==> src/sv/half_float_add_sub_defines.svh <==
// Assertion macros shared by the half-precision adder RTL.
`ifndef HALF_FLOAT_ADD_SUB_DEFINES_SVH
`define HALF_FLOAT_ADD_SUB_DEFINES_SVH

`ifndef SYNTHESIS
`define HFAS_ASSERT_SAME(label, clk, rst, ante, cons) \
   label: assert property (@(posedge clk) disable iff (rst) (ante) |-> (cons)) \
      else $error("assertion failed");
`define HFAS_ASSERT_NEXT(label, clk, rst, ante, cons) \
   label: assert property (@(posedge clk) disable iff (rst) (ante) |=> (cons)) \
      else $error("assertion failed");
`else
`define HFAS_ASSERT_SAME(label, clk, rst, ante, cons)
`define HFAS_ASSERT_NEXT(label, clk, rst, ante, cons)
`endif

`endif

==> src/sv/hfas_pkg.sv <==
// Types, constants and helpers for the half-precision adder pipeline.
package hfas_pkg;

   localparam int EXP_W  = 5;
   localparam int MAN_W  = 10;
   localparam int GRD_W  = 3;
   localparam int EXT_W  = MAN_W + 1 + GRD_W;
   localparam int WORD_W = 1 + EXP_W + MAN_W;
   localparam logic [EXP_W-1:0] EXP_MAX = '1;

   typedef struct packed {
      logic              cmd;
      logic [WORD_W-1:0] operand_a;
      logic [WORD_W-1:0] operand_b;
   } hfas_req_type;

   typedef struct packed {
      logic [WORD_W-1:0] sum_word;
      logic              exponent_clamped;
   } hfas_rsp_type;

   // Operands ordered by exponent, mantissas extended with hidden and guard bits.
   typedef struct packed {
      logic             lead_s;
      logic [EXP_W-1:0] lead_e;
      logic [EXT_W-1:0] lead_m;
      logic             trail_s;
      logic [EXT_W-1:0] trail_m;
      logic [EXP_W-1:0] diff;
   } hfas_swap_type;

   typedef struct packed {
      logic             lead_s;
      logic [EXP_W-1:0] lead_e;
      logic [EXT_W-1:0] lead_m;
      logic             trail_s;
      logic [EXT_W-1:0] trail_m;
   } hfas_align_type;

   typedef struct packed {
      logic             z_s;
      logic [EXP_W-1:0] z_e;
      logic [EXT_W:0]   z_m;
      logic             eff_sub;
      logic             is_zero;
   } hfas_sum_type;

   // Position of the highest set bit of a nonzero extended mantissa.
   function automatic logic [3:0] hfas_msb_index(input logic [EXT_W-1:0] v);
      logic [3:0] p;
      p = '0;
      for (int i = 0; i < EXT_W; i++) begin
         if (v[i]) begin
            p = 4'(i);
         end
      end
      return p;
   endfunction

endpackage

==> src/sv/hfas_swap.sv <==
// First stage: sign flip for subtract, operand ordering by exponent.
module hfas_swap import hfas_pkg::*; (
   input  logic          clock,
   input  logic          reset,
   input  logic          stage_en,
   input  logic          in_valid,
   input  hfas_req_type  in_data,
   output logic          out_valid,
   output hfas_swap_type out_data
);

   logic          valid_ff;
   logic          valid_in;
   hfas_swap_type data_ff;
   hfas_swap_type data_in;

   logic [WORD_W-1:0] a_word;
   logic [WORD_W-1:0] b_word;
   logic [EXP_W-1:0]  a_e;
   logic [EXP_W-1:0]  b_e;
   logic              swap;

   always_comb begin
      a_word = in_data.operand_a;
      b_word = in_data.operand_b;
      b_word[WORD_W-1] = in_data.operand_b[WORD_W-1] ^ in_data.cmd;
      a_e = a_word[WORD_W-2:MAN_W];
      b_e = b_word[WORD_W-2:MAN_W];
      swap = b_e > a_e;
      if (swap) begin
         data_in.lead_s  = b_word[WORD_W-1];
         data_in.lead_e  = b_e;
         data_in.lead_m  = {1'b1, b_word[MAN_W-1:0], {GRD_W{1'b0}}};
         data_in.trail_s = a_word[WORD_W-1];
         data_in.trail_m = {1'b1, a_word[MAN_W-1:0], {GRD_W{1'b0}}};
         data_in.diff    = b_e - a_e;
      end else begin
         data_in.lead_s  = a_word[WORD_W-1];
         data_in.lead_e  = a_e;
         data_in.lead_m  = {1'b1, a_word[MAN_W-1:0], {GRD_W{1'b0}}};
         data_in.trail_s = b_word[WORD_W-1];
         data_in.trail_m = {1'b1, b_word[MAN_W-1:0], {GRD_W{1'b0}}};
         data_in.diff    = a_e - b_e;
      end
      valid_in = in_valid;
   end

   always_ff @(posedge clock) begin
      if (reset) begin
         valid_ff <= 1'b0;
      end else if (stage_en) begin
         valid_ff <= valid_in;
      end
   end

   always_ff @(posedge clock) begin
      if (stage_en && in_valid) begin
         data_ff <= data_in;
      end
   end

   assign out_valid = valid_ff;
   assign out_data  = data_ff;

endmodule

==> src/sv/hfas_align.sv <==
// Second stage: right shift of the trailing mantissa with a sticky bit.
module hfas_align import hfas_pkg::*; (
   input  logic           clock,
   input  logic           reset,
   input  logic           stage_en,
   input  logic           in_valid,
   input  hfas_swap_type  in_data,
   output logic           out_valid,
   output hfas_align_type out_data
);

   logic           valid_ff;
   logic           valid_in;
   hfas_align_type data_ff;
   hfas_align_type data_in;

   logic [15:0]      trail_wide;
   logic [15:0]      lost_mask;
   logic [15:0]      kept;
   logic [EXT_W-1:0] shifted;

   always_comb begin
      trail_wide = {{(16-EXT_W){1'b0}}, in_data.trail_m};
      lost_mask  = ~(16'hffff << in_data.diff[3:0]);
      kept       = trail_wide >> in_data.diff[3:0];
      // A difference of sixteen or more leaves only the sticky bit.
      if (in_data.diff[4]) begin
         shifted = EXT_W'(1);
      end else begin
         shifted = kept[EXT_W-1:0] | EXT_W'(|(trail_wide & lost_mask));
      end
      data_in.lead_s  = in_data.lead_s;
      data_in.lead_e  = in_data.lead_e;
      data_in.lead_m  = in_data.lead_m;
      data_in.trail_s = in_data.trail_s;
      data_in.trail_m = shifted;
      valid_in        = in_valid;
   end

   always_ff @(posedge clock) begin
      if (reset) begin
         valid_ff <= 1'b0;
      end else if (stage_en) begin
         valid_ff <= valid_in;
      end
   end

   always_ff @(posedge clock) begin
      if (stage_en && in_valid) begin
         data_ff <= data_in;
      end
   end

   assign out_valid = valid_ff;
   assign out_data  = data_ff;

endmodule

==> src/sv/hfas_addsub.sv <==
// Third stage: magnitude add, or subtract of the smaller from the larger.
module hfas_addsub import hfas_pkg::*; (
   input  logic           clock,
   input  logic           reset,
   input  logic           stage_en,
   input  logic           in_valid,
   input  hfas_align_type in_data,
   output logic           out_valid,
   output hfas_sum_type   out_data
);

   logic         valid_ff;
   logic         valid_in;
   hfas_sum_type data_ff;
   hfas_sum_type data_in;

   logic eff_sub;
   logic lead_bigger;

   always_comb begin
      eff_sub     = in_data.lead_s != in_data.trail_s;
      lead_bigger = in_data.lead_m > in_data.trail_m;
      data_in.z_e     = in_data.lead_e;
      data_in.eff_sub = eff_sub;
      data_in.is_zero = eff_sub && (in_data.lead_m == in_data.trail_m);
      if (!eff_sub) begin
         data_in.z_s = in_data.lead_s;
         data_in.z_m = {1'b0, in_data.lead_m} + {1'b0, in_data.trail_m};
      end else if (lead_bigger) begin
         data_in.z_s = in_data.lead_s;
         data_in.z_m = {1'b0, in_data.lead_m - in_data.trail_m};
      end else begin
         data_in.z_s = in_data.trail_s;
         data_in.z_m = {1'b0, in_data.trail_m - in_data.lead_m};
      end
      valid_in = in_valid;
   end

   always_ff @(posedge clock) begin
      if (reset) begin
         valid_ff <= 1'b0;
      end else if (stage_en) begin
         valid_ff <= valid_in;
      end
   end

   always_ff @(posedge clock) begin
      if (stage_en && in_valid) begin
         data_ff <= data_in;
      end
   end

   assign out_valid = valid_ff;
   assign out_data  = data_ff;

endmodule

==> src/sv/hfas_norm.sv <==
// Fourth stage: renormalisation, truncation, exponent clamping and packing.
module hfas_norm import hfas_pkg::*; (
   input  logic         clock,
   input  logic         reset,
   input  logic         stage_en,
   input  logic         in_valid,
   input  hfas_sum_type in_data,
   output logic         out_valid,
   output hfas_rsp_type out_data
);

   logic         valid_ff;
   logic         valid_in;
   hfas_rsp_type data_ff;
   hfas_rsp_type data_in;

   logic [3:0]       msb;
   logic [3:0]       lshift;
   logic [EXT_W-1:0] norm_m;
   logic [EXP_W:0]   exp_up;

   always_comb begin
      msb    = hfas_msb_index(in_data.z_m[EXT_W-1:0]);
      lshift = 4'(EXT_W - 1) - msb;
      norm_m = in_data.z_m[EXT_W-1:0] << lshift;
      exp_up = {1'b0, in_data.z_e} + (EXP_W+1)'(1);
      data_in.exponent_clamped = 1'b0;
      if (in_data.is_zero) begin
         // Exact cancellation always gives positive zero.
         data_in.sum_word = '0;
      end else if (!in_data.eff_sub) begin
         if (in_data.z_m[EXT_W]) begin
            if (exp_up[EXP_W]) begin
               data_in.sum_word         = {in_data.z_s, EXP_MAX, {MAN_W{1'b0}}};
               data_in.exponent_clamped = 1'b1;
            end else begin
               data_in.sum_word = {in_data.z_s, exp_up[EXP_W-1:0],
                                   in_data.z_m[EXT_W-1:GRD_W+1]};
            end
         end else begin
            data_in.sum_word = {in_data.z_s, in_data.z_e, in_data.z_m[EXT_W-2:GRD_W]};
         end
      end else if ({1'b0, in_data.z_e} < {{(EXP_W-3){1'b0}}, lshift}) begin
         data_in.sum_word         = {in_data.z_s, {(WORD_W-1){1'b0}}};
         data_in.exponent_clamped = 1'b1;
      end else begin
         data_in.sum_word = {in_data.z_s, in_data.z_e - EXP_W'(lshift),
                             norm_m[EXT_W-2:GRD_W]};
      end
      valid_in = in_valid;
   end

   always_ff @(posedge clock) begin
      if (reset) begin
         valid_ff <= 1'b0;
      end else if (stage_en) begin
         valid_ff <= valid_in;
      end
   end

   always_ff @(posedge clock) begin
      if (stage_en && in_valid) begin
         data_ff <= data_in;
      end
   end

   assign out_valid = valid_ff;
   assign out_data  = data_ff;

endmodule

==> src/sv/half_float_add_sub.sv <==
// Half-precision add/subtract with truncation: one word enters per cycle while
// req_ready is high and passes four register stages (operand ordering, mantissa
// alignment, magnitude add or subtract, renormalise and pack) before its result is
// presented. Each stage holds only while the stage after it is full and stalled, so
// empty slots close up and a result waiting at the output stops new words only once
// the three stages behind it are full.
// Overflow saturates to infinity and underflow flushes to signed zero, both with
// exponent_clamped set; exponent zero and exponent thirty-one are ordinary values.
module half_float_add_sub import hfas_pkg::*; (
   input  logic         clock,
   input  logic         reset,
   input  logic         req_valid,
   output logic         req_ready,
   input  hfas_req_type req_data,
   output logic         rsp_valid,
   input  logic         rsp_ready,
   output hfas_rsp_type rsp_data
);

`include "half_float_add_sub_defines.svh"

   logic           v1, v2, v3;
   logic           en1, en2, en3, en4;
   hfas_swap_type  s1_data;
   hfas_align_type s2_data;
   hfas_sum_type   s3_data;

   logic [WORD_W-2:0] rsp_mag;
   logic              clamp_form_ok;

   assign en4       = !rsp_valid || rsp_ready;
   assign en3       = !v3 || en4;
   assign en2       = !v2 || en3;
   assign en1       = !v1 || en2;
   assign req_ready = en1;

   hfas_swap u_swap (
      .clock     (clock),
      .reset     (reset),
      .stage_en  (en1),
      .in_valid  (req_valid),
      .in_data   (req_data),
      .out_valid (v1),
      .out_data  (s1_data)
   );

   hfas_align u_align (
      .clock     (clock),
      .reset     (reset),
      .stage_en  (en2),
      .in_valid  (v1),
      .in_data   (s1_data),
      .out_valid (v2),
      .out_data  (s2_data)
   );

   hfas_addsub u_addsub (
      .clock     (clock),
      .reset     (reset),
      .stage_en  (en3),
      .in_valid  (v2),
      .in_data   (s2_data),
      .out_valid (v3),
      .out_data  (s3_data)
   );

   hfas_norm u_norm (
      .clock     (clock),
      .reset     (reset),
      .stage_en  (en4),
      .in_valid  (v3),
      .in_data   (s3_data),
      .out_valid (rsp_valid),
      .out_data  (rsp_data)
   );

   assign rsp_mag       = rsp_data.sum_word[WORD_W-2:0];
   assign clamp_form_ok = (rsp_mag == {EXP_MAX, {MAN_W{1'b0}}}) || (rsp_mag == '0);

   // A clamped word is either infinity or zero of either sign.
   `HFAS_ASSERT_SAME(a_clamp_form, clock, reset, rsp_valid && rsp_data.exponent_clamped, clamp_form_ok)
   // An accepted word always lands in the first stage.
   `HFAS_ASSERT_NEXT(a_enter, clock, reset, req_valid && req_ready, v1)
   // A stalled first stage keeps its word.
   `HFAS_ASSERT_NEXT(a_hold1, clock, reset, v1 && !en2, v1 && $stable(s1_data))
   // A stalled third stage keeps its word.
   `HFAS_ASSERT_NEXT(a_hold3, clock, reset, v3 && !en4, v3 && $stable(s3_data))

endmodule
==> config.mk <==
export PLATFORM = sky130hd
export DESIGN_NAME = half_float_add_sub
export DESIGN_NICKNAME = d
export VERILOG_FILES = /design/src/sv/hfas_pkg.sv /design/src/sv/hfas_swap.sv /design/src/sv/hfas_align.sv /design/src/sv/hfas_addsub.sv /design/src/sv/hfas_norm.sv /design/src/sv/half_float_add_sub.sv
export VERILOG_INCLUDE_DIRS = /design/src /design/src/sv
export SDC_FILE = /design/constraint.sdc
export NUM_CORES = 1
export LEC_CHECK = 0
export BUFFER_PORTS_ARGS = -buffer_cell sky130_fd_sc_hd__buf_2
export CORE_MARGIN = 3
export CORE_UTILIZATION = 61
export CTS_CLUSTER_DIAMETER = 120
export DETAILED_ROUTE_END_ITERATION = 7
export GPL_ROUTABILITY_DRIVEN = 0
export PLACE_DENSITY_LB_ADDON = 0.15
export SETUP_SLACK_MARGIN = 0.1
export SLEW_MARGIN = 25
export SYNTH_ARGS = -nofsm -noshare
export SYNTH_HDL_FRONTEND = slang
export SYNTH_SLANG_ARGS = --single-unit
==> constraint.sdc <==
create_clock -name clock -period 4 [get_ports clock]
set_input_delay 1 -clock clock [delete_from_list [all_inputs] [get_ports clock]]
set_output_delay 1 -clock clock [all_outputs]
set_load 0.02 [all_outputs]
Word-level counts from Yosys, hierarchy flattened --
Cells that the tools add are included.
Storage, ports and cells: flip-flop bits (word level) 119, input bits 37, output and inout port bits 19, word-level logic and storage cells 81
Cells by class: add/sub/neg operators 8, order comparisons 3, equality and inequality tests 2, shift-type cells 3, multiplexer cells 25, bitwise logic cells 4, reductions and logical operators 14
Operators with widths (number):
- $mux 15 | 4
- $mux 40 | 1
- $sub 14x14->14 | 2
- $mux 4 | 6
- $and 14x16->16 | 1
- $mux 16 | 1
- $not 16->16 | 1
- $reduce_or 16->1 | 1
- $shl 16x4->16 const A | 1
- $add 14x14->15 | 1
- $eq 14x14->1 | 1
- $gt 14x14->1 | 1
- $mux 14 | 1
- $or 14x1->14 | 1
- $shl 14x4->13 | 1
- $shr 14x4->14 | 1
- $mux 3 | 4
- $sub 5x5->5 | 2
- $add 5x1->6 const B | 1
- $mux 1 | 6
- $gt 5x5->1 | 1
- $logic_and 1x1->1 | 5
- $lt 5x4->1 | 1
- $sub 5x4->5 | 1
- 6 further kinds | 13

Logic depth before layout (Yosys ltp) --
Gate-level depths: netlist of run 1.
depth in word-level cells 17, gate-level depth with buffers 17, depth with buffers taken out 14

Cells and area by module --
Synthesis of run 1 repeated with hierarchy kept, for this count alone.
Second synthesis, totals: cells, all modules 860, area total of the unflattened synthesis 8511.9 um^2
By module, submodules not included:
- hfas_addsub | times used 1, cells each 332, area an instance 2802.7 um^2
- hfas_norm | times used 1, cells each 253, area an instance 2040.7 um^2
- hfas_align | times used 1, cells each 133, area an instance 1818.0 um^2
- hfas_swap | times used 1, cells each 137, area an instance 1818.0 um^2
- half_float_add_sub | times used 1, cells each 5, area an instance 32.5 um^2

Worst setup path after synthesis of run 1 --
Ideal clock, no wire load.
kind reg-to-reg, from register u_addsub.data_ff (netlist bit u_addsub.out_data[6]), to register u_norm.data_ff (netlist bit u_norm.out_data[6]), data pin, arrival time 3221 ps, path slack 508 ps, cell stages (with the launch flop) 15, path through edfxtp_1 clkbuf_1 o311ai_0 and2_1 buf_1 buf_2 ha_1 xor2_2 inv_2 ha_1 or2_2 o211a_1 and3_1 a222oi_1 o21ai_0
On the way: cells in the longest elaborated chain, start to end 14, elaborated cells between the ends (all ways) 15, those cells by class 1 x add/sub; 1 x order compare; 1 x shift; 12 x mux
RTL lines:
- start: declaration | line hfas_addsub.sv:14 | hfas_sum_type data_ff;
- start signal: assignment | line hfas_addsub.sv:49 | data_ff <= data_in;
- $mux 3 (4 in a row) | line hfas_pkg.sv:53 | if (v[i]) begin
- $mux 4 (6 in a row) | line hfas_pkg.sv:53
- $sub 4x4->4 | line hfas_norm.sv:24 | lshift = 4'(EXT_W - 1) - msb;
- $lt 5x4->1 or $shl 14x4->13 (tied branches) | line hfas_norm.sv:43, hfas_norm.sv:25
- $mux 15 (*) | line hfas_norm.sv:43 | end else if ({1'b0, in_data.z_e} < {{(EXP_W-3){1'b0}}, lshift}) begin
- $mux 16 (*) | line hfas_norm.sv:31 | end else if (!in_data.eff_sub) begin
- end signal: assignment | line hfas_norm.sv:63 | data_ff <= data_in;
- end: declaration | line hfas_norm.sv:14 | hfas_rsp_type data_ff;
Every way passes the cells marked *; elsewhere a longest branch is shown, timed or not. A chain may end at the register's enable or synchronous reset.

Worst setup path after layout of run 1 --
from register u_addsub.data_ff (netlist bit u_addsub.out_data[11]), to register u_norm.data_ff (netlist bit u_norm.out_data[6]), data pin
On the way: cells in the longest elaborated chain, start to end 9, elaborated cells between the ends (all ways) 12, those cells by class 1 x add/sub; 1 x order compare; 1 x shift; 9 x mux
RTL lines (line):
- $mux 4 (5 in a row) | hfas_pkg.sv:53
- $sub 4x4->4 | hfas_norm.sv:24
- $lt 5x4->1 or $shl 14x4->13 (tied branches) | hfas_norm.sv:43, hfas_norm.sv:25
- $mux 15 | hfas_norm.sv:43
- $mux 16 (*) | hfas_norm.sv:31
Marked as above.

==> metrics.csv, run 1 <==
stage,metric,value,unit
layout,nets,866,
sta,Achievable Freq,0.273,GHz
logic_synthesis,Area contributors post-synth,"edfxtp_1 42%, ha_1 7.4%, mux2i_1 4.9%",
floorplan,Die Y-Extent,116,um
floorplan,Die ar.,0.0135,mm^2
pwr,Pleak,0.00318,uW
pwr,Peak supply drop,365,uV
clock_tree,TritonCTS clock tree,built,
critical_path,CP required,4.09,ns
sta,# setup viols final,0,
sta,setup TNS,0,ns
grt,antenna violations before repair,0,
routing,DRT antenna net count,0,
floorplan,FP Rows,39,
clock_tree,maximum clock path buffer count,2,
sta,Worst-Margin Slew,0.851,ns
critical_path,worst r2r dst,u_norm.out_data[6],
floorplan,Initial Util,63.7,%
logic_synthesis,Synth warnings,0,
clock_tree,Post-CTS Hold Buffers,0,
logic_synthesis,Post-synth EDFFs,103,
layout,Layout fillers,868,
sta,Final Skew,0.00852,ns
sta,final hold violations,0,
layout,final core occ,69.4,%
critical_path,critical path arrival,3.75,ns
sta,final setup margin,0.340,ns
run,max-cap violations,0,
pwr,PwrDens,339,mW/mm^2
place,DP Worst Slack,0.375,ns
grt,largest net degree at the start of global routing,33,
logic_synthesis,Post-synth ARST share,0,%
floorplan,CORE AREA,0.0116,mm^2
place,dpl hpwl,11.5,mm
layout,Area growth syn-to-layout,8.89,%
pwr,proportion of power drawn by the clock network,31.0,%
floorplan,# IOs,56,
pwr,sequential share of power,51.5,%
logic_synthesis,top post-synthesis cells by count,"103 x edfxtp_1, 74 x nor2_1, 61 x inv_1, 57 x a21oi_1, 44 x ha_1",
pwr,Psw,753,uW
critical_path,critical path startpoint category,register,
logic_synthesis,Syn Nets,836,
sta,"Slew Viols, Final",0,
layout,share of cells above drive strength 1,15.5,%
sta,fin crit period,3.66,ns
sta,period utilization,91.5,%
logic_synthesis,Seq cells post-synth,107,
floorplan,chip width,116,um
clock_tree,Clock Latency Late Sink,0.36,ns
critical_path,reg2reg path depth,11,
clock_tree,Clock transition at path regs,0.07,ns
sta,relative slew slack,43.3,%
grt,vias in the first global route,5526,
place,Placed Cells,910,
routing,vias,5753,
critical_path,Worst Setup End Kind,register,
clock_tree,CTS root buffer,clkbuf_16,
critical_path,Critical Path Source,u_addsub.out_data[11],
critical_path,worst reg2reg path startpoint,u_addsub.out_data[11],
logic_synthesis,Synth Area per Inst,9.87,um^2
layout,Antenna Cells,0,
logic_synthesis,sequential fraction of the synthesis area,42.9,%
logic_synthesis,Synth Instances,750,
pwr,internal power,1980,uW
logic_synthesis,Yosys top cell area share,41.8,%
place,Post-DP Area,0.00775,mm^2
pwr,Comb pwr share,17.5,%
worst_hold_path,Hold WC Path Type,register to register,
clock_tree,htree depth,3,
grt,global-route usage over all layers,23.9,%
logic_synthesis,Synth Flop Type,edfxtp_1,
critical_path,r2r setup slk,0.34,ns
logic_synthesis,post-synth cell types,73,
logic_synthesis,"area leader, netlist",edfxtp_1,
layout,final instance area,0.00806,mm^2
routing,post-route DRC violation count,0,
critical_path,critical path endpoint,u_norm.out_data[6],
routing,Routed WL,15.5,mm
clock_tree,Inserted Clock Buffers,9,
routing,number of detailed-route iterations in the first pass,7,
sta,RSZ-0062 raised after global routing,yes,
place,# port buffers,55,
pwr,switching part of the total,27.6,%
critical_path,"Max FO, Critical Path",7,
logic_synthesis,cell with the most instances after synthesis,edfxtp_1,
clock_tree,Clock Sinks,107,
grt,first-pass GRT wire length,25.5,mm
routing,DRT iter0 DRCs,614,
critical_path,kind of critical path,register to register,
routing,drt via density,6.20,
grt,grt ovf,0,
logic_synthesis,mapped cell area,0.00740,mm^2
routing,Routed wire per std cell,16.7,um
run_status,status,"complete, no violations",
layout,post-route insts no fill,928,
-- cell families after synthesis --
| group | count (synthesis) | synth area share, % |
|---|---|---|
| AOI/OAI and AO/OA | 192 | 17.1 |
| muxes | 63 | 8.98 |
| adders and majority gates | 50 | 8.93 |
| xor gates and xnor gates | 21 | 2.59 |
| buffers and inverters | 108 | 5.80 |
| and+or+nand+nor | 209 | 13.8 |
| DFF | 107 | 42.9 |
-- worst min-delay path by stage --
| stage | start | end | slack [ns] | cells past startpoint |
|---|---|---|---|---|
| floorplan | u_align.out_data[29] | u_addsub.out_data[17] | 0.40 | 0 |
| global placement | u_align.out_data[29] | u_addsub.out_data[17] | 0.40 | 0 |
| detailed placement | u_swap.out_data[35] | u_align.out_data[30] | 0.40 | 0 |
| CTS | u_swap.out_data[35] | u_align.out_data[30] | 0.42 | 0 |
| global route | u_swap.out_data[23] | u_align.out_data[18] | 0.43 | 0 |
| finish | u_swap.out_data[35] | u_align.out_data[30] | 0.41 | 0 |
-- state kept, by name, indices dropped and copies added (netlist names) --
signal and cells:
u_swap.out_data 32, u_align.out_data 31, u_addsub.out_data 23, u_norm.out_data 17, u_addsub.out_valid 1, u_align.out_valid 1, u_norm.out_valid 1, u_swap.out_valid 1
-- power groups by stage --
stage / registers (uW) / clock network, uW / logic (uW)
3_5_place_dp: 1430 / 0 / 469
2_1_floorplan: 1380 / 0 / 396
6_report: 1410 / 847 / 478
3_3_place_gp: 1430 / 0 / 454
4_1_cts: 1400 / 864 / 472
5_1_grt: 1420 / 904 / 534
-- area by class of cell --
class                      count  area (um^2)  share of cell area (%)
multi-input combinational    535         3840                    47.7
sequential                   107         3170                    39.4
clock inverter                 6         57.6                   0.714
inverter                      63          236                    2.93
timing repair buffer          64          343                    4.25
tap                          143          179                    2.22
clock buffer                  10          229                    2.84
-- stage by stage --
step                      hold WS (ns)  total power [uW]
after CTS                        0.418              2740
after global placement           0.403              1880
after detailed placement         0.405              1900
after floorplan                  0.400              1780
after global routing             0.431              2860
final                            0.414              2730
-- worst max-delay path: stages, from the launching register on --
cell	delay, ns
edfxtp_1	0.51
or4_4	0.58
o21ai_0	0.19
ha_1	0.22
xor2_2	0.25
inv_2	0.12
ha_1	0.22
or2_2	0.32
o211a_1	0.28
and3_1	0.24
a222oi_1	0.32
o21ai_0	0.16
-- placed cells by master (no fill, tap or decap), types with 27 or more instances in the layout --
cell type	Yosys	routed
nand2_1	36	36
buf_2	9	55
ha_1	44	44
edfxtp_1	103	103
inv_1	61	61
o21ai_0	36	36
mux2_2	27	27
nor2_1	74	74
mux2i_1	36	36
a21oi_1	57	56
-- what timing repair did --
action,CTS,global route
gates resized for setup,0,2
setup buffers,0,2
endpoints found under the setup margin,0,5
-- per-layer routing --
layer | GRT usage [%] | vias to the layer above | share of wire (%)
met5 | 0 | - | 0
met4 | 11.6 | 0 | 3.9
li1 | - | 2802 | -
met1 | 29.6 | 2653 | 41
met3 | 4.46 | 52 | 5.2
met2 | 40.6 | 246 | 50
Power figures use the tool's default switching activity.
==> inputs of run 2 (changes only) <==
Settings changed: CORE_UTILIZATION 61 to 65.
Clock period 4 ns to 4.7 ns, I/O delays scaled along.
==> metrics.csv, run 2 (same netlist as run 1, synthesis figures left out) <==
stage,metric,value,unit
run_status,status,"complete, no violations",
layout,share of cells above drive strength 1,15.0,%
grt,first-pass GRT wire length,26.3,mm
clock_tree,Post-CTS Hold Buffers,0,
critical_path,kind of critical path,register to register,
sta,Achievable Freq,0.249,GHz
floorplan,# IOs,56,
run,max-cap violations,0,
sta,Final Skew,0.0101,ns
critical_path,WP depth,13,
grt,grt ovf,0,
sta,hold slack,0.420,ns
critical_path,reg2reg path depth,13,
critical_path,CP top delay family,compound AO/OA/AOI/OAI gates,
clock_tree,Clock Sinks,107,
layout,Antenna Cells,0,
sta,Worst-Margin Slew,0.916,ns
pwr,Peak supply drop,268,uV
pwr,PwrDens,295,mW/mm^2
grt,GR peak layer,met2,
clock_tree,TritonCTS clock tree,built,
critical_path,largest stage delay on the critical path,0.59,ns
sta,fin crit period,4.01,ns
clock_tree,maximum clock path buffer count,2,
critical_path,slowest library cell on the worst path,and2_1,
place,# port buffers,55,
sta,setup TNS,0,ns
clock_tree,htree depth,3,
sta,final hold violations,0,
layout,Area growth syn-to-layout,8.55,%
routing,post-route DRC violation count,0,
grt,global-route usage over all layers,25.3,%
grt,met1 Usage GRT,31.0,%
critical_path,cell mode on critical path,ha_1,
routing,Routed WL,15.6,mm
floorplan,CORE AREA,0.0110,mm^2
critical_path,crit path cell chain,o311ai_0 > and2_1 > ha_1 > xor2_2 > inv_2 > ha_1 > inv_1 > a311oi_1 > o211a_1 > nand2_1 > nor2_1 > a22oi_1 > o21ai_0,
floorplan,Die Y-Extent,113,um
grt,GR Util met3,3.74,%
clock_tree,post-CTS resize count,0,
floorplan,FP Rows,38,
routing,DRT iter0 DRCs,551,
routing,DRT antenna net count,0,
sta,# setup viols final,0,
worst_hold_path,Hold WC Path Type,register to register,
clock_tree,Clock Latency Late Sink,0.35,ns
critical_path,Worst Setup End Kind,register,
grt,antenna violations before repair,0,
sta,relative slew slack,38.9,%
critical_path,Buffers & Inverters on Critical Path,2,
place,dpl hpwl,11.6,mm
floorplan,Die ar.,0.0127,mm^2
sta,RSZ-0062 raised after global routing,no,
grt,met2 Use GR,44.2,%
worst_hold_path,Hold Path Depth,0,
clock_tree,CTS root buffer,clkbuf_16,
layout,max reg flops,32,
routing,vias,5853,
pwr,Pleak,0.00317,uW
floorplan,Initial Util,67.4,%
critical_path,critical path arrival,4.21,ns
grt,largest net degree at the start of global routing,33,
layout,nets,862,
routing,Routed wire per std cell,16.9,um
critical_path,critical path startpoint category,register,
critical_path,CP required,4.90,ns
routing,drt via density,6.36,
layout,most frequent cells in the layout,"103 x edfxtp_1, 74 x nor2_1, 61 x inv_1, 56 x a21oi_1, 55 x buf_2",
clock_tree,Inserted Clock Buffers,9,
sta,"Slew Viols, Final",0,
sta,period utilization,85.4,%
clock_tree,"Setup Fix Bufs, Post-CTS",0,
grt,vias in the first global route,5699,
layout,"commonest non-fill, non-tap cell in the layout",edfxtp_1,
critical_path,"Max FO, Critical Path",15,
floorplan,chip width,113,um
clock_tree,Clock transition at path regs,0.07,ns
routing,number of detailed-route iterations in the first pass,6,
==> run 2: cell count changes in the layout (fill, tap and decap cells not counted), sizes merged <==
cell / change
buf: -4
bufinv: +1
clkbuf: -1
==> run 2: worst paths after layout <==
path / from / to / slack [ns]
max: u_addsub.out_data[6] / u_norm.out_data[5] / 0.69
min: u_swap.out_data[19] / u_align.out_data[14] / 0.42
max reg2reg: u_addsub.out_data[6] / u_norm.out_data[5] / 0.69
min reg2reg: u_swap.out_data[19] / u_align.out_data[14] / 0.42
==> run 2: stage by stage <==
stage                     cells  utilization (%)  power, uW  setup WS, ns  cell area (um^2)
final                       921             73.2       2370         0.688              8040
after global routing        921             73.2       2470         0.313              8040
after CTS                   921             73.2       2380         0.754              8040
after detailed placement    905             70.4       1620         0.852              7730
after global placement      905             70.3       1600          1.05              7720
after floorplan             750                -       1510          1.19              7400
==> run 2: cell type report <==
cell class / count / area (um^2)
timing repair buffer: 60 / 313
clock buffer: 9 / 225
tap: 140 / 175
sequential: 107 / 3170
clock inverter: 7 / 81.3
multi-input combinational: 535 / 3830
fill: 764 / 2950
inverter: 63 / 236
==> run 2: routing by layer <==
layer	part of all wire (%)	vias to the layer above	wire, um
met1	40	2740	6220
met4	3.5	0	550
met5	0	-	0
li1	-	2785	-
met2	51	270	7930
met3	5.5	58	860
==> run 2: power by group <==
| group | leakage, uW | total, uW | switching, uW | internal, uW |
|---|---|---|---|---|
| sequential | 0.00100 | 1200 | 70.7 | 1130 |
| combinational | 0.00202 | 410 | 225 | 185 |
| clock | 0.000152 | 764 | 343 | 421 |
| total | 0.00317 | 2370 | 638 | 1730 |
==> run 2: worst reg2reg max path, stage by stage, from the launching register on <==
cell      delay (ns)
edfxtp_1        0.52
o311ai_0        0.38
and2_1          0.59
ha_1            0.32
xor2_2          0.24
inv_2           0.12
ha_1            0.34
inv_1           0.07
a311oi_1        0.44
o211a_1         0.32
nand2_1         0.12
nor2_1          0.19
a22oi_1         0.12
o21ai_0         0.10
==> inputs of run 3 (changes only) <==
Settings changed: CORE_UTILIZATION 65 to 60, SETUP_SLACK_MARGIN 0.1 to unset.
==> metrics.csv, run 3 (same netlist as run 1, synthesis figures left out) <==
stage,metric,value,unit
run_status,status,"complete, no violations",
critical_path,critical path arrival,4.08,ns
sta,hold slack,0.412,ns
grt,first-pass GRT wire length,25.5,mm
routing,post-route DRC violation count,0,
clock_tree,Post-CTS Hold Buffers,0,
routing,DRT antenna net count,0,
floorplan,Die ar.,0.0137,mm^2
worst_hold_path,Hold WC Path Type,register to register,
sta,Achievable Freq,0.258,GHz
layout,Area growth syn-to-layout,8.32,%
critical_path,kind of critical path,register to register,
sta,setup TNS,0,ns
pwr,Peak supply drop,298,uV
sta,"Slew Viols, Final",0,
grt,antenna violations before repair,0,
place,Post-DP Area,0.00773,mm^2
clock_tree,maximum clock path buffer count,2,
critical_path,crit path cell chain,o311ai_0 > and2_1 > ha_1 > xor2_2 > inv_2 > ha_1 > inv_1 > a311oi_1 > o211a_1 > nand2_1 > nor2_1 > a22oi_1 > o21ai_0,
routing,Routed wire per std cell,16.5,um
place,Placed Cells,908,
pwr,PwrDens,290,mW/mm^2
sta,final setup margin,0.817,ns
sta,relative slew slack,42.2,%
floorplan,Initial Util,63.2,%
sta,# setup viols final,0,
sta,Worst-Margin Slew,0.867,ns
critical_path,"Max FO, Critical Path",15,
clock_tree,"Setup Fix Bufs, Post-CTS",0,
layout,"commonest non-fill, non-tap cell in the layout",edfxtp_1,
grt,global-route usage over all layers,23.2,%
grt,vias in the first global route,5464,
clock_tree,Clock Latency Late Sink,0.35,ns
pwr,Pleak,0.00316,uW
routing,vias,5689,
layout,max reg flops,32,
floorplan,CORE AREA,0.0117,mm^2
sta,RSZ-0062 raised after global routing,no,
clock_tree,htree depth,3,
floorplan,# IOs,56,
critical_path,largest stage delay on the critical path,0.54,ns
critical_path,CP required,4.89,ns
place,DP Worst Slack,0.878,ns
layout,final instance area,0.00802,mm^2
clock_tree,Clock transition at path regs,0.07,ns
clock_tree,Inserted Clock Buffers,9,
critical_path,Worst Setup End Kind,register,
sta,period utilization,82.6,%
clock_tree,CTS root buffer,clkbuf_16,
place,# port buffers,55,
routing,Routed WL,15.2,mm
routing,DRT iter0 DRCs,522,
clock_tree,Clock Sinks,107,
place,dpl hpwl,11.4,mm
clock_tree,post-CTS resize count,0,
clock_tree,TritonCTS clock tree,built,
critical_path,critical path startpoint category,register,
floorplan,chip width,117,um
critical_path,slowest library cell on the worst path,and2_1,
run,max-cap violations,0,
sta,final hold violations,0,
sta,Final Skew,0.00876,ns
layout,share of cells above drive strength 1,14.9,%
layout,post-route insts no fill,924,
floorplan,Die Y-Extent,117,um
floorplan,FP Rows,39,
layout,most frequent cells in the layout,"103 x edfxtp_1, 74 x nor2_1, 61 x inv_1, 56 x a21oi_1, 55 x buf_2",
routing,number of detailed-route iterations in the first pass,6,
grt,largest net degree at the start of global routing,33,
grt,grt ovf,0,
routing,drt via density,6.16,
critical_path,cell mode on critical path,ha_1,
layout,nets,862,
layout,Antenna Cells,0,
sta,fin crit period,3.88,ns
run 3: changes by cell type in the layout (fill, tap and decap cells not counted):
cell        before  now
inv_8            1    2
clkinvlp_4       0    1
bufinv_16        1    0
clkinv_4         2    1
clkbuf_1         0    1
clkinv_2         1    0
run 3: worst paths after layout:
path,from,endpoint,slack [ns],cells after the start
worst max-delay path,u_addsub.out_data[6],u_norm.out_data[5],0.82,13
worst min-delay path,u_swap.out_data[35],u_align.out_data[30],0.41,0
worst max register to register,u_addsub.out_data[6],u_norm.out_data[5],0.82,13
worst min register to register,u_swap.out_data[35],u_align.out_data[30],0.41,0
run 3: final cells by class:
| cell class | count | area [um^2] |
|---|---|---|
| clock buffers | 10 | 229 |
| clock inverters | 6 | 56.3 |
| fillers | 913 | 3690 |
| inverters | 63 | 236 |
| multi-input cells | 535 | 3830 |
| flip-flops and latches | 107 | 3170 |
| well taps | 143 | 179 |
| repair buffers | 60 | 313 |
run 3: worst max-delay path: cells and delay by family, from the launching register on:
family	cells	cell delay, ns
AO/OA/AOI/OAI	5	1.31
XOR/XNOR	1	0.23
adder cells (fa/ha/maj)	2	0.63
buffers and inverters	2	0.17
flip-flops	1	0.53
AND/OR/NAND/NOR	3	0.84
run 3: metal layers:
layer	wire length [um]	part of all wire, %	track usage (%)	vias to the layer above
met1	6400	42	29.4	2613
li1	-	-	-	2790
met2	7440	49	39.9	239
met5	0	0	0	-
met4	503	3.3	8.49	0
met3	883	5.8	4.42	47
run 3: power by group:
group / switching, uW / total [uW] / leakage, uW / internal (uW)
Combinational: 224 / 408 / 0.00202 / 185
Clock: 346 / 717 / 0.000138 / 372
Sequential: 70.2 / 1200 / 0.00100 / 1130
run 3: per-stage QoR:
stage / power (uW) / util (%)
2_1_floorplan: 1510 / -
3_3_place_gp: 1600 / 66.0
3_5_place_dp: 1620 / 66.0
4_1_cts: 2330 / 68.5
5_1_grt: 2430 / 68.5
6_report: 2320 / 68.5
